File: config.mk
export PLATFORM = sky130hd
export DESIGN_NAME = periodic_job_and_timeout_scheduler
export DESIGN_NICKNAME = d
export VERILOG_FILES = /design/src/rtl/core/pjts_pkg.sv /design/src/rtl/core/pjts_ctrl.sv /design/src/rtl/core/pjts_dp.sv /design/src/rtl/core/periodic_job_and_timeout_scheduler.sv
export SDC_FILE = /design/constraint.sdc
export NUM_CORES = 2
export LEC_CHECK = 0
export ABC_CLOCK_PERIOD_IN_PS = 9100
export BUFFER_PORTS_ARGS = -buffer_cell sky130_fd_sc_hd__buf_2
export CELL_PAD_IN_SITES_DETAIL_PLACEMENT = 1
export CELL_PAD_IN_SITES_GLOBAL_PLACEMENT = 2
export CORE_AREA = 2 2 607 609
export DETAILED_ROUTE_END_ITERATION = 8
export DIE_AREA = 0 0 609 611
export PLACE_DENSITY_LB_ADDON = 0.1
export SETUP_SLACK_MARGIN = 0.3
export SYNTH_ARGS = -nofsm -noshare
export SYNTH_HDL_FRONTEND = slang
export SYNTH_SLANG_ARGS = --single-unit
File: constraint.sdc
create_clock -name clk -period 9.1 [get_ports clk]
set_input_delay 1.365 -clock clk [delete_from_list [all_inputs] [get_ports clk]]
set_output_delay 1.365 -clock clk [all_outputs]
set_load 0.05 [all_outputs]
File: src/rtl/core/pjts_pkg.sv
// shared types, codes and constants of the job and timeout scheduler
package pjts_pkg;

  localparam logic [26:0] DAY_MS   = 27'd86400000;
  localparam logic [7:0]  DAY_WRAP = 8'd255;

  // command codes
  localparam logic [2:0] FUNC_TICK   = 3'd0;
  localparam logic [2:0] FUNC_ADD    = 3'd1;
  localparam logic [2:0] FUNC_REMOVE = 3'd2;
  localparam logic [2:0] FUNC_SET_TO = 3'd3;
  localparam logic [2:0] FUNC_DEL_TO = 3'd4;
  localparam logic [2:0] FUNC_CLEAR  = 3'd5;

  // result kinds
  localparam logic [1:0] KIND_JOB  = 2'd0;
  localparam logic [1:0] KIND_TO   = 2'd1;
  localparam logic [1:0] KIND_DONE = 2'd2;

  // status codes
  localparam logic [1:0] ST_OK    = 2'd0;
  localparam logic [1:0] ST_FULL  = 2'd1;
  localparam logic [1:0] ST_NOTFD = 2'd2;

  typedef enum logic [4:0] {
    S_IDLE,
    S_LEN1,      // length partial products
    S_LEN2,
    S_DECODE,
    S_TICK_RUN,  // update run timer
    S_JOB_RD,    // read job entry
    S_JOB_DIV,   // iterative modulo
    S_JOB_EMIT,
    S_TO_RD,
    S_TO_EMIT,
    S_ADD_FIND,
    S_ADD_SHIFT,
    S_ADD_WR,
    S_RM_FIND,
    S_RM_SHIFT,
    S_ST_FIND,
    S_ST_WR,
    S_TD_FIND,
    S_TD_SHIFT,
    S_DONE
  } state_t;

  // controller commands to the datapath
  typedef struct packed {
    logic       cap;        // capture input item
    logic       len1;
    logic       len2;
    logic       tick_time;  // advance clocks
    logic       run_upd;    // restart check of run timer
    logic       idx_clr;
    logic       idx_inc;
    logic       idx_dec;
    logic       idx_top;    // idx = count (shift start)
    logic       job_rd;
    logic       div_start;
    logic       div_step;
    logic       to_rd;
    logic       to_dec;     // write back decremented timeout
    logic       job_shift_up;
    logic       job_shift_dn;
    logic       job_wr_new;
    logic       job_cnt_inc;
    logic       job_cnt_dec;
    logic       job_clear;
    logic       to_shift_dn;
    logic       to_wr_len;
    logic       to_wr_new;
    logic       to_cnt_dec;
    logic       emit;
    logic [1:0] kind;
    logic [1:0] status;
    logic       use_id;     // fired_id from entry, else from item/nid
    logic       last;
  } cmd_t;

  // datapath status to the controller
  typedef struct packed {
    logic [2:0] func;
    logic       job_any;    // job_count > 0 and run >= period[0]
    logic       job_full;
    logic       to_full;
    logic       idx_lt_jobs;
    logic       idx_lt_tos;
    logic       idx_gt_pos;
    logic       idx_eq_zero;
    logic       ent_le_run; // job period <= run timer
    logic       ent_fire;   // remainder zero and period != 0
    logic       div_done;
    logic       ent_lt_len; // job period < length
    logic       job_id_hit;
    logic       to_id_hit;
    logic       to_zero;    // decremented timeout is zero
  } sts_t;

endpackage

File: src/rtl/core/pjts_ctrl.sv
// controller state machine of the scheduler
module pjts_ctrl
  import pjts_pkg::*;
(
  input  logic   clk,
  input  logic   rst,
  input  logic   start,
  output logic   busy,
  input  sts_t   sts,
  output cmd_t   cmd
);

  state_t state, state_next;

  always_ff @(posedge clk) begin
    if (rst) state <= S_IDLE;
    else     state <= state_next;
  end

  // next state
  always_comb begin
    state_next = state;
    unique case (state)
      S_IDLE:    if (start) state_next = S_LEN1;
      S_LEN1:    state_next = S_LEN2;
      S_LEN2:    state_next = S_DECODE;
      S_DECODE: begin
        priority case (sts.func)
          FUNC_TICK:   state_next = S_TICK_RUN;
          FUNC_ADD:    state_next = sts.job_full ? S_DONE : S_ADD_FIND;
          FUNC_REMOVE: state_next = S_RM_FIND;
          FUNC_SET_TO: state_next = S_ST_FIND;
          FUNC_DEL_TO: state_next = S_TD_FIND;
          default:     state_next = S_DONE;
        endcase
      end
      S_TICK_RUN: state_next = sts.job_any ? S_JOB_RD : S_TO_RD;
      S_JOB_RD: begin
        if (sts.idx_lt_jobs) state_next = S_JOB_DIV;
        else                 state_next = S_TO_RD;
      end
      S_JOB_DIV: begin
        if (!sts.ent_le_run)   state_next = S_TO_RD;
        else if (sts.div_done) state_next = S_JOB_EMIT;
      end
      S_JOB_EMIT: state_next = S_JOB_RD;
      S_TO_RD:    state_next = sts.idx_lt_tos ? S_TO_EMIT : S_DONE;
      S_TO_EMIT:  state_next = S_TO_RD;
      S_ADD_FIND: begin
        if (!(sts.idx_lt_jobs && sts.ent_lt_len)) state_next = S_ADD_SHIFT;
      end
      S_ADD_SHIFT: if (!sts.idx_gt_pos) state_next = S_ADD_WR;
      S_ADD_WR:   state_next = S_DONE;
      S_RM_FIND: begin
        if (!sts.idx_lt_jobs)    state_next = S_DONE;
        else if (sts.job_id_hit) state_next = S_RM_SHIFT;
      end
      S_RM_SHIFT: if (!sts.idx_lt_jobs) state_next = S_DONE;
      S_ST_FIND: begin
        if (!sts.idx_lt_tos || sts.to_id_hit) state_next = S_ST_WR;
      end
      S_ST_WR:    state_next = S_DONE;
      S_TD_FIND: begin
        if (!sts.idx_lt_tos)    state_next = S_DONE;
        else if (sts.to_id_hit) state_next = S_TD_SHIFT;
      end
      S_TD_SHIFT: if (!sts.idx_lt_tos) state_next = S_DONE;
      S_DONE:     state_next = S_IDLE;
      default:    state_next = S_IDLE;
    endcase
  end

  // status of the final item is latched by the datapath in done_st
  // outputs
  always_comb begin
    cmd = '0;
    busy = (state != S_IDLE);
    unique case (state)
      S_IDLE:   cmd.cap = start;
      S_LEN1:   cmd.len1 = 1'b1;
      S_LEN2:   cmd.len2 = 1'b1;
      S_DECODE: begin
        cmd.idx_clr = 1'b1;
        if (sts.func == FUNC_TICK) cmd.tick_time = 1'b1;
        if (sts.func == FUNC_CLEAR) cmd.job_clear = 1'b1;
        if (sts.func == FUNC_ADD && sts.job_full) cmd.status = ST_FULL;
      end
      S_TICK_RUN: cmd.run_upd = 1'b1;
      S_JOB_RD: begin
        if (sts.idx_lt_jobs) cmd.job_rd = 1'b1;
        else cmd.idx_clr = 1'b1;
      end
      S_JOB_DIV: begin
        if (!sts.ent_le_run) cmd.idx_clr = 1'b1;
        else if (!sts.div_done) cmd.div_step = 1'b1;
      end
      S_JOB_EMIT: begin
        cmd.idx_inc = 1'b1;
        cmd.emit = sts.ent_fire;
        cmd.kind = KIND_JOB;
        cmd.use_id = 1'b1;
      end
      S_TO_RD:   if (sts.idx_lt_tos) cmd.to_rd = 1'b1;
      S_TO_EMIT: begin
        cmd.to_dec = 1'b1;
        cmd.idx_inc = 1'b1;
        cmd.emit = sts.to_zero;
        cmd.kind = KIND_TO;
        cmd.use_id = 1'b1;
      end
      S_ADD_FIND: begin
        if (sts.idx_lt_jobs && sts.ent_lt_len) cmd.idx_inc = 1'b1;
        else cmd.idx_top = 1'b1;
      end
      S_ADD_SHIFT: begin
        if (sts.idx_gt_pos) begin
          cmd.job_shift_up = 1'b1;
          cmd.idx_dec = 1'b1;
        end
      end
      S_ADD_WR: begin
        cmd.job_wr_new = 1'b1;
        cmd.job_cnt_inc = 1'b1;
      end
      S_RM_FIND: begin
        if (!sts.idx_lt_jobs) cmd.status = ST_NOTFD;
        else if (!sts.job_id_hit) cmd.idx_inc = 1'b1;
      end
      S_RM_SHIFT: begin
        if (sts.idx_lt_jobs) begin
          cmd.job_shift_dn = 1'b1;
          cmd.idx_inc = 1'b1;
        end else cmd.job_cnt_dec = 1'b1;
      end
      S_ST_FIND: if (sts.idx_lt_tos && !sts.to_id_hit) cmd.idx_inc = 1'b1;
      S_ST_WR: begin
        if (sts.idx_lt_tos) cmd.to_wr_len = 1'b1;
        else if (sts.to_full) cmd.status = ST_FULL;
        else cmd.to_wr_new = 1'b1;
      end
      S_TD_FIND: begin
        if (!sts.idx_lt_tos) cmd.status = ST_NOTFD;
        else if (!sts.to_id_hit) cmd.idx_inc = 1'b1;
      end
      S_TD_SHIFT: begin
        if (sts.idx_lt_tos) begin
          cmd.to_shift_dn = 1'b1;
          cmd.idx_inc = 1'b1;
        end else cmd.to_cnt_dec = 1'b1;
      end
      S_DONE: begin
        cmd.emit = 1'b1;
        cmd.kind = KIND_DONE;
        cmd.last = 1'b1;
      end
      default: cmd = '0;
    endcase
  end

endmodule

File: src/rtl/core/pjts_dp.sv
// datapath of the scheduler: clocks, tables, modulo unit and result register
module pjts_dp
  import pjts_pkg::*;
#(
  parameter int MAX_JOBS     = 16,
  parameter int MAX_TIMEOUTS = 16
) (
  input  logic        clk,
  input  logic        rst,
  input  logic [2:0]  func,
  input  logic [7:0]  id,
  input  logic [15:0] ms,
  input  logic [15:0] sec,
  input  logic [9:0]  minutes,
  input  logic [9:0]  hours,
  input  cmd_t        cmd,
  output sts_t        sts,
  output logic        done,
  output logic [1:0]  kind,
  output logic [7:0]  fired_id,
  output logic [1:0]  status,
  output logic [26:0] day_millis,
  output logic [7:0]  days,
  output logic        last
);

  localparam int JW = $clog2(MAX_JOBS + 1);
  localparam int TW = $clog2(MAX_TIMEOUTS + 1);
  localparam int JA = (MAX_JOBS > 1) ? $clog2(MAX_JOBS) : 1;
  localparam int TA = (MAX_TIMEOUTS > 1) ? $clog2(MAX_TIMEOUTS) : 1;
  localparam int IW = (JW > TW) ? JW : TW;

  // captured item
  logic [2:0]  f_q;
  logic [7:0]  id_q;
  logic [15:0] ms_q, sec_q;
  logic [9:0]  min_q, hr_q;
  logic [31:0] p_sec, p_min, p_hr, len;

  // state
  logic [26:0] millis_of_day;
  logic [7:0]  day_count, next_ident;
  logic [31:0] run_timer;
  logic [JW-1:0] job_count;
  logic [TW-1:0] timeout_count;
  logic [31:0] job_period [MAX_JOBS];
  logic [7:0]  job_ident  [MAX_JOBS];
  logic [31:0] timeout_left  [MAX_TIMEOUTS];
  logic [7:0]  timeout_ident [MAX_TIMEOUTS];
  logic [IW-1:0] idx;
  logic [1:0]  done_st;

  // entry register and modulo unit
  logic [31:0] ent_p, ent_to;
  logic [7:0]  ent_id;
  logic [32:0] rem;
  logic [5:0]  bitn;
  logic        div_busy;

  logic [JA-1:0] ja, jb;
  logic [TA-1:0] ta, tb;
  logic [31:0] first_p, top_p, dec_to;
  logic [32:0] rem_sh, rem_sub;

  assign ja = idx[JA-1:0];
  assign jb = JA'(idx - IW'(1));
  assign ta = idx[TA-1:0];
  assign tb = TA'(idx + IW'(1));
  assign first_p = job_period[0];
  assign top_p = job_period[JA'(job_count - JW'(1))];
  assign dec_to = (ent_to != 32'd0) ? ent_to - 32'd1 : 32'd0;

  // restoring division, one quotient bit a cycle
  assign rem_sh = {rem[31:0], run_timer[bitn[4:0]]};
  assign rem_sub = rem_sh - {1'b0, ent_p};

  // item capture and length
  always_ff @(posedge clk) begin
    if (cmd.cap) begin
      f_q <= func; id_q <= id; ms_q <= ms; sec_q <= sec;
      min_q <= minutes; hr_q <= hours;
    end
    if (cmd.len1) begin
      p_sec <= 32'(sec_q) * 32'd1000;
      p_min <= 32'(min_q) * 32'd60000;
      p_hr  <= 32'(hr_q) * 32'd3600000;
    end
    if (cmd.len2) len <= 32'(ms_q) + p_sec + p_min + p_hr;
  end

  // control state
  always_ff @(posedge clk) begin
    if (rst) begin
      millis_of_day <= '0; day_count <= '0; run_timer <= '0;
      job_count <= '0; timeout_count <= '0; next_ident <= 8'd1;
      done <= 1'b0; idx <= '0; done_st <= ST_OK; div_busy <= 1'b0;
    end else begin
      done <= cmd.emit;
      if (cmd.cap) done_st <= ST_OK;
      else if (cmd.status != ST_OK) done_st <= cmd.status;
      if (cmd.tick_time) begin
        run_timer <= run_timer + 32'd1;
        if (millis_of_day + 27'd1 >= DAY_MS) begin
          millis_of_day <= '0;
          day_count <= (day_count + 8'd1 >= DAY_WRAP) ? 8'd0 : day_count + 8'd1;
        end else millis_of_day <= millis_of_day + 27'd1;
      end
      if (cmd.run_upd && sts.job_any && run_timer > top_p) run_timer <= 32'd1;
      priority if (cmd.idx_clr) idx <= '0;
      else if (cmd.idx_top) idx <= IW'(job_count);
      else if (cmd.idx_inc) idx <= idx + IW'(1);
      else if (cmd.idx_dec) idx <= idx - IW'(1);
      if (cmd.job_clear) job_count <= '0;
      if (cmd.job_cnt_inc) begin
        job_count <= job_count + JW'(1);
        next_ident <= next_ident + 8'd1;
      end
      if (cmd.job_cnt_dec) job_count <= job_count - JW'(1);
      if (cmd.to_wr_new) timeout_count <= timeout_count + TW'(1);
      if (cmd.to_cnt_dec) timeout_count <= timeout_count - TW'(1);
      if (cmd.job_rd) begin
        div_busy <= 1'b1;
        bitn <= 6'd31;
        rem <= '0;
      end else if (cmd.div_step) begin
        if (bitn == 6'd0) div_busy <= 1'b0;
        bitn <= bitn - 6'd1;
        rem <= rem_sub[32] ? rem_sh : rem_sub;
      end
    end
  end

  // tables
  always_ff @(posedge clk) begin
    if (cmd.job_rd) begin
      ent_p <= job_period[ja];
      ent_id <= job_ident[ja];
    end
    if (cmd.to_rd) begin
      ent_to <= timeout_left[ta];
      ent_id <= timeout_ident[ta];
    end
    if (cmd.job_shift_up) begin
      job_period[ja] <= job_period[jb];
      job_ident[ja] <= job_ident[jb];
    end
    if (cmd.job_shift_dn && (idx + IW'(1) < IW'(job_count))) begin
      job_period[ja] <= job_period[JA'(idx + IW'(1))];
      job_ident[ja] <= job_ident[JA'(idx + IW'(1))];
    end
    if (cmd.job_wr_new) begin
      job_period[ja] <= len;
      job_ident[ja] <= next_ident;
    end
    if (cmd.to_dec) timeout_left[ta] <= dec_to;
    if (cmd.to_shift_dn && (idx + IW'(1) < IW'(timeout_count))) begin
      timeout_left[ta] <= timeout_left[tb];
      timeout_ident[ta] <= timeout_ident[tb];
    end
    if (cmd.to_wr_len) timeout_left[ta] <= len;
    if (cmd.to_wr_new) begin
      timeout_left[ta] <= len;
      timeout_ident[ta] <= id_q;
    end
  end

  // result register
  always_ff @(posedge clk) begin
    if (cmd.emit) begin
      kind <= cmd.kind;
      last <= cmd.last;
      status <= cmd.last ? done_st : ST_OK;
      day_millis <= millis_of_day;
      days <= day_count;
      if (cmd.use_id) fired_id <= ent_id;
      else if (f_q == FUNC_ADD && done_st == ST_OK) fired_id <= next_ident - 8'd1;
      else if (f_q == FUNC_REMOVE || f_q == FUNC_SET_TO || f_q == FUNC_DEL_TO ||
               f_q == FUNC_ADD) fired_id <= (f_q == FUNC_ADD) ? 8'd0 : id_q;
      else fired_id <= 8'd0;
    end
  end

  // status
  always_comb begin
    sts.func        = f_q;
    sts.job_any     = (job_count != '0) && (run_timer >= first_p);
    sts.job_full    = (job_count >= JW'(MAX_JOBS));
    sts.to_full     = (timeout_count >= TW'(MAX_TIMEOUTS));
    sts.idx_lt_jobs = (idx < IW'(job_count));
    sts.idx_lt_tos  = (idx < IW'(timeout_count));
    sts.idx_gt_pos  = (idx != '0) && (job_period[jb] >= len);
    sts.idx_eq_zero = (idx == '0);
    sts.ent_le_run  = (ent_p <= run_timer);
    sts.div_done    = !div_busy;
    sts.ent_fire    = (ent_p != 32'd0) && (rem == 33'd0);
    sts.ent_lt_len  = (job_period[ja] < len);
    sts.job_id_hit  = (job_ident[ja] == id_q);
    sts.to_id_hit   = (timeout_ident[ta] == id_q);
    sts.to_zero     = (dec_to == 32'd0);
  end

endmodule

File: src/rtl/core/periodic_job_and_timeout_scheduler.sv
// top level of the millisecond job and timeout scheduler
// Usage: drive func, id, ms, sec, minutes and hours and raise start while
// busy is low; the item is taken at that edge and busy stays high until the
// final result has gone out. Results appear on kind, fired_id, status,
// day_millis, days and last for one cycle each, marked by done; the receiver
// cannot stall them. A tick gives one result per fired job, one per expired
// timeout, then a done result with last set; other commands give one.
// Add, remove and the timeout commands search their table entry by entry. A
// tick runs the 32-step modulo unit on each job whose period is not above the
// run timer (it divides the run timer by the period, one quotient bit a
// cycle), then reads, decrements and checks each timeout.
// Reset clears the clock, day count, run timer and both table counts and sets the
// next job id to 1; no clearing pass is needed.
module periodic_job_and_timeout_scheduler
  import pjts_pkg::*;
#(
  parameter int MAX_JOBS     = 16,
  parameter int MAX_TIMEOUTS = 16
) (
  input  logic        clk,
  input  logic        rst,
  input  logic        start,
  output logic        busy,
  input  logic [2:0]  func,
  input  logic [7:0]  id,
  input  logic [15:0] ms,
  input  logic [15:0] sec,
  input  logic [9:0]  minutes,
  input  logic [9:0]  hours,
  output logic        done,
  output logic [1:0]  kind,
  output logic [7:0]  fired_id,
  output logic [1:0]  status,
  output logic [26:0] day_millis,
  output logic [7:0]  days,
  output logic        last
);

  cmd_t cmd;
  sts_t sts;

  pjts_ctrl u_ctrl (
    .clk, .rst, .start, .busy, .sts, .cmd
  );

  pjts_dp #(.MAX_JOBS(MAX_JOBS), .MAX_TIMEOUTS(MAX_TIMEOUTS)) u_dp (
    .clk, .rst, .func, .id, .ms, .sec, .minutes, .hours, .cmd, .sts,
    .done, .kind, .fired_id, .status, .day_millis, .days, .last
  );

  // a final result ends the busy period
  assert property (@(posedge clk) disable iff (rst) done && last |-> !busy)
    else $error("busy after final item");

  // no result without an item in progress
  assert property (@(posedge clk) disable iff (rst) done |-> $past(busy))
    else $error("result while idle");

  // fired items never carry a status
  assert property (@(posedge clk) disable iff (rst) done && !last |-> status == ST_OK)
    else $error("status on fire item");

endmodule
Word-level counts from Yosys, hierarchy flattened:

Memories as Yosys holds them, arrays and structs flattened. A register that Yosys moved wholly into a read port is not among the register bits.
Index checks and enable logic that the tools add are counted.

* $mul: 3
* equality and inequality tests: 35
* divide/modulo/power cells: 0
* bitwise operators: 9
* shift operators: 0
* reduce and logical (&&, ||, !) cells: 45
* multiplexer cells: 121
* add/subtract/negate cells: 17
* $lt $le $gt $ge: 14

Operators by type and width (count)
* 32-bit two-way mux: 6
* 5-bit two-way mux: 22
* 5-bit case mux with 18 select lines: 1
* 8-bit two-way mux: 10
* 33-bit two-way mux: 2
* 32-bit >= comparator: 2
* 32-bit nonzero test: 2
* 1-bit two-way mux: 59
* 5-bit by 4-bit == test with 1-bit output (second input constant): 8
* 33-bit logical NOT: 1
* 33-bit by 32-bit subtractor with 33-bit output: 1
* 32-bit by 1-bit adder with 32-bit output (second input constant): 1
* 32-bit by 26-bit adder with 32-bit output: 1
* 32-bit adder: 1
* 32-bit greater-than comparator: 1
* 32-bit <= comparator: 1
* 32-bit logical NOT: 1
* 32-bit less-than comparator: 1
* 4-bit two-way mux: 8
* 32-bit by 1-bit subtractor with 32-bit output (second input constant): 1
* 16-bit by 26-bit adder with 27-bit output: 1
* 27-bit by 1-bit adder with 27-bit output (second input constant): 1
* 27-bit >= comparator (second input constant): 1
* 27-bit two-way mux: 1
* other kinds (46): 110

* input bits: 66
* bits in latches: 0
* register bits after elaboration: 390
* output and inout port bits: 50
* memory bits (writable): 1280
* logic and storage cells: 280
* ROM bits: 0
* memories: 4

Memory list
* u_dp.job_period: words 16, width 32, read ports 5, clocked after memory_dff 1, write ports 1, RTL line pjts_dp.sv:46 `logic [31:0] job_period [MAX_JOBS];`
* u_dp.timeout_left: words 16, width 32, read ports 2, clocked after memory_dff 1, write ports 1, RTL line pjts_dp.sv:48 `logic [31:0] timeout_left [MAX_TIMEOUTS];`
* u_dp.job_ident: words 16, width 8, read ports 3, clocked after memory_dff 1, write ports 1, RTL line pjts_dp.sv:47 `logic [7:0] job_ident [MAX_JOBS];`
* u_dp.timeout_ident: words 16, width 8, read ports 2, clocked after memory_dff 1, write ports 1, RTL line pjts_dp.sv:49 `logic [7:0] timeout_ident [MAX_TIMEOUTS];`

Depth between registers and ports, before layout:

An unclocked memory read counts as a cell.

* word-level depth: 11
* depth in mapped cells: 28
* mapped depth without buffers: 28

By module:

A second synthesis with hierarchy kept.

* cells, all modules: 6723
* area, all modules: 101615.0 µm²

By module, submodules not included
* pjts_dp: cells each 6586, seq. area each 50098.0 µm², times used 1, area each 100690.3 µm²
* pjts_ctrl: cells each 137, seq. area each 100.1 µm², times used 1, area each 924.6 µm²

Least setup slack after synthesis:

Ideal clock, no wire load.

* kind: reg2reg
* from: reg u_dp.idx[1]
* to: mem u_dp.job_ident[12][0] (enable)
* cell stages (with the launch flop): 22
* clock period less this slack: 7.864 ns
* arrival time: 7.427 ns
* buffers on the path: 7
* setup slack: 1.236 ns
* required time: 8.662 ns
* library setup time: 0.438 ns
* path through: dfxtp_1 > buf_1 > clkbuf_1 > inv_1 > ha_1 > clkbuf_1 > buf_2 > buf_1 > clkbuf_1 > mux4_2 > mux4_2 > ha_1 > nand4_1 > nor4_1 > o211ai_1 > nor2_1 > a2111oi_0 > nor4_1 > o21a_1 > nor2_1 > clkbuf_1 > nor2_1

* cells in the longest elaborated chain, start to end: 10
* elaborated cells between the ends (all ways): 19
* classes of those cells: add/sub (2); order compare (3); mux (8); bitwise (2); reduce/logical (3); memory (1)

RTL lines
* start, declared: RTL line pjts_dp.sv:50 `logic [IW-1:0] idx;`
* start signal, assigned: RTL line pjts_dp.sv:110 `else if (cmd.idx_top) idx <= IW'(job_count);`
* start signal, assigned: RTL line pjts_dp.sv:111 `else if (cmd.idx_inc) idx <= idx + IW'(1);`
* start signal, assigned: RTL line pjts_dp.sv:112 `else if (cmd.idx_dec) idx <= idx - IW'(1);`
* 5-bit by 1-bit subtractor with 5-bit output
* memory 16 x 32 bit
* 32-bit >= comparator: RTL line pjts_dp.sv:191 `sts.idx_gt_pos = (idx != '0) && (job_period[jb] >= len);`
* 1-bit logical AND: RTL line pjts_dp.sv:191
* 1-bit two-way mux: RTL line pjts_ctrl.sv:116 `if (sts.idx_gt_pos) begin`
* 1-bit two-way mux: RTL line pjts_ctrl.sv:78 `unique case (state)`
* 1-bit two-way mux: RTL line pjts_dp.sv:143 `if (cmd.job_shift_up) begin`
* 1-bit two-way mux (not written as such): RTL line pjts_dp.sv:145 `job_ident[ja] <= job_ident[jb];`
* 1-bit bitwise OR (no line) (2 in series)
* end, declared: RTL line pjts_dp.sv:47

Several ways; a longest one is shown, not always the timed one.

Worst setup path in the final report:

* from: reg u_dp.idx[0]
* to: mem u_dp.job_period[1][24] (enable)

* cells in the longest elaborated chain, start to end: 10
* elaborated cells between the ends (all ways): 19
* classes of those cells: add/sub (2); order compare (3); mux (8); bitwise (2); reduce/logical (3); memory (1)

RTL lines
* 5-bit by 1-bit subtractor with 5-bit output
* memory 16 x 32 bit
* 32-bit >= comparator: RTL line pjts_dp.sv:191
* 1-bit logical AND: RTL line pjts_dp.sv:191
* 1-bit two-way mux: RTL line pjts_ctrl.sv:116
* 1-bit two-way mux: RTL line pjts_ctrl.sv:78
* 1-bit two-way mux: RTL line pjts_dp.sv:143
* 1-bit two-way mux (not written as such): RTL line pjts_dp.sv:144 `job_period[ja] <= job_period[jb];`
* 1-bit bitwise OR (no line) (2 in series)
* end, declared: RTL line pjts_dp.sv:46

Several ways; a longest one is shown, not always the timed one.

==> results.tsv <==
metric	value	unit
grt_max_degree	111	
via_count	65600	
synth_cell_types	92	
register_area	50200	um^2
synth_nets	7606	
vias_per_cell	5.44	
yosysMostFrequentCell	edfxtp_1	
fill_cells	37900	
ios	116	
holdWs	0.478	ns
drv_slew	0	
ys_dominant_reg_cell	edfxtp_1	
cts_tree	done	
hold_viol_final	0	
ys_seq_elements	1706	
critPathLaunchType	flip-flop	
drt_iter0_drc	5073	
synth.cell_area	102000	um^2
clkLatencyLatePin	0.92	ns
critPathArrivalTime	8.11	ns
max_freq	133	MHz
final_antenna_net_count	0	
drc	0	
grt_usage	20.5	%
cts.clk_slew.worst_paths	0.06	ns
grt_overflow	0	
die_area	372000	um^2
cts.sinks	1706	
placed_area	109000	um^2
netlist_top_cells_area	edfxtp_1 47%, mux4_2 24%, ha_1 5.5%, fa_1 3.2%, dfxtp_1 2.0%	
io_buffer_count	115	
ctsResizeCount	0	
worst_pin_slew	1.30	ns
crit_type	flip-flop to flip-flop	
design_area	116000	um^2
synth.avg_cell_area	14.7	um^2
synth_common_cells	1603 x edfxtp_1, 1071 x mux4_2, 545 x nand2_1, 527 x inv_1, 451 x ha_1	
power.leakage	38.7	nW
dieWidth	609	um
rsz0062_at_grt	no	
crit_fanout	26	
routed_wl	387000	um
fin_setup_tns	0	ns
start_util	28.0	%
synth_warnings	0	
dr.pass1.iters	6	
fin_crit_sh	82.8	%
post-dp-hpwl	262000	um
synth_edf_count	1603	
grt_antenna_before_repair	21	
synth_top_area_share	47.2	%
reg2reg_slack	1.56	ns
die_h	611	um
hp-class	flip-flop to flip-flop	
drive_above_1_share	25.3	%
core_area	365000	um^2
wl_per_cell	32.1	um
peakVddDrop	0.385	mV
nNetsFinal	7744	
async_flop_share	0	%
rows	222	
post_cts_buffers	0	
synth_top_cell_by_area	edfxtp_1	
clk_path_buf_depth	4	
setup_viol	0	
status	finished, final reports clean	
syn_inst	6924	
grt_pass1_vias	69600	
area.growth.synth_to_final	14.1	%
numCtsBuffers	214	
cts_hold_buf	0	
cts_max_level	4	
skew	0.0666	ns
cap_violations	0	
relSlewSlack	13.4	%
yosysSeqAreaShare	49.2	%
period_needed	7.54	ns
powerDensity	352	nW/um^2
grt_pass1_wl	548000	um
cts_root_buffer	clkbuf_16	
multiInputGateArea	48700	um^2
cp.required	9.67	ns
gp_congestion	0.802	
end_kind	flip-flop	
==> kinds of logic (layout without fill, tap and decap cells) <==
group           Yosys count  in the layout  share of synthesized area [%]
flops                  1706           1706                           49.2
simple gates           1446           1446                           6.62
mux                    1161           1161                           24.5
buf+inv                 923           1236                           3.51
compound gates          825            825                           5.25
fa+ha+maj               616            616                           8.77
xor+xnor                247            247                           2.12
other cells               0              5                              0
==> power breakdown <==
group          internal, W  switching, W  total (W)
logic              0.00879        0.0121     0.0209
registers           0.0108      0.000519     0.0114
clock network      0.00509       0.00362    0.00871
total               0.0247        0.0162     0.0410
==> stage by stage <==
stage / util, % / setup slack, ns / std cells / power, W
2_1_floorplan: - / 1.24 / 6924 / 0.0264
3_3_place_gp: 30.0 / 1.46 / 11700 / 0.0329
3_5_place_dp: 30.0 / 1.48 / 11700 / 0.0330
4_1_cts: 31.9 / 1.39 / 12100 / 0.0420
5_1_grt: 31.9 / 1.12 / 12100 / 0.0443
6_report: 31.9 / 1.56 / 12100 / 0.0410
==> area by class of cell <==
type | count | area share (%)
flip-flops and latches | 1706 | 43.2
multi-input cells | 4295 | 41.9
well taps | 4816 | 5.18
clock buffers | 250 | 4.78
repair buffers | 315 | 2.08
inverters | 530 | 1.72
clock inverters | 141 | 1.21
diodes | 5 | 0.0108
==> layer usage <==
layer | routed length, um | up-vias | track usage (%)
met1 | 169000 | 35800 | 27.5
met2 | 189000 | 1703 | 34.6
met5 | 82 | - | 0
met3 | 18100 | 436 | 2.86
met4 | 10400 | 12 | 5.42
li1 | - | 27700 | -
==> state kept, by name, indices dropped and copies added, names as in the netlist, 16 cells and up, named ones only <==
signal,count
u_dp.job_period,512
u_dp.timeout_left,512
u_dp.job_ident,128
u_dp.timeout_ident,128
u_dp.rem,33
u_dp.ent_p,32
u_dp.ent_to,32
u_dp.len,32
u_dp.run_timer,32
u_dp.day_millis,27
u_dp.millis_of_day,27
u_dp.p_hr,25
u_dp.p_sec,23
u_dp.p_min,21
u_dp.ms_q,16
u_dp.sec_q,16
==> critical path: stages (launching register included) <==
cell       delay (ns)
dfxtp_4          0.57
clkinv_1         0.42
ha_4             0.82
buf_12           0.28
buf_4            0.34
mux4_2           0.56
mux4_2           0.58
ha_1             0.34
a211oi_1         0.07
o21ai_0          0.42
buf_4            0.22
a2111oi_0        0.06
nor4_1           0.69
o21a_1           0.22
buf_4            0.19
nor2_4           0.05
buf_4            0.28
nor2_4           0.75
buf_12           0.27
==> worst paths after layout <==
kind | from | end | cells after the start
worst min register to register | u_dp.millis_of_day[6] | u_dp.day_millis[6] | 0
worst max register to register | u_dp.idx[0] | u_dp.job_period[1][24] | 18
worst min-delay path | u_dp.millis_of_day[6] | u_dp.day_millis[6] | 0
worst max-delay path | u_dp.idx[0] | u_dp.job_period[1][24] | 18
==> placed cells by master, fill, tap and decap left out, types with 46 or more instances in the layout <==
cell and instances:
nand3_1 141, nand2_1 545, a311oi_1 54, buf_4 173, mux4_2 1071, xor2_1 88
nor2_1 293, xnor2_1 153, and3_1 81, fa_1 165, a211oi_1 67, nor3_1 69
dfxtp_1 94, inv_1 525, a21oi_1 251, mux2i_1 77, o21ai_0 136, clkinv_1 46
ha_1 449, a21o_1 73, buf_2 115, edfxtp_1 1603, clkbuf_16 217
(Power assumes the default switching activity.)
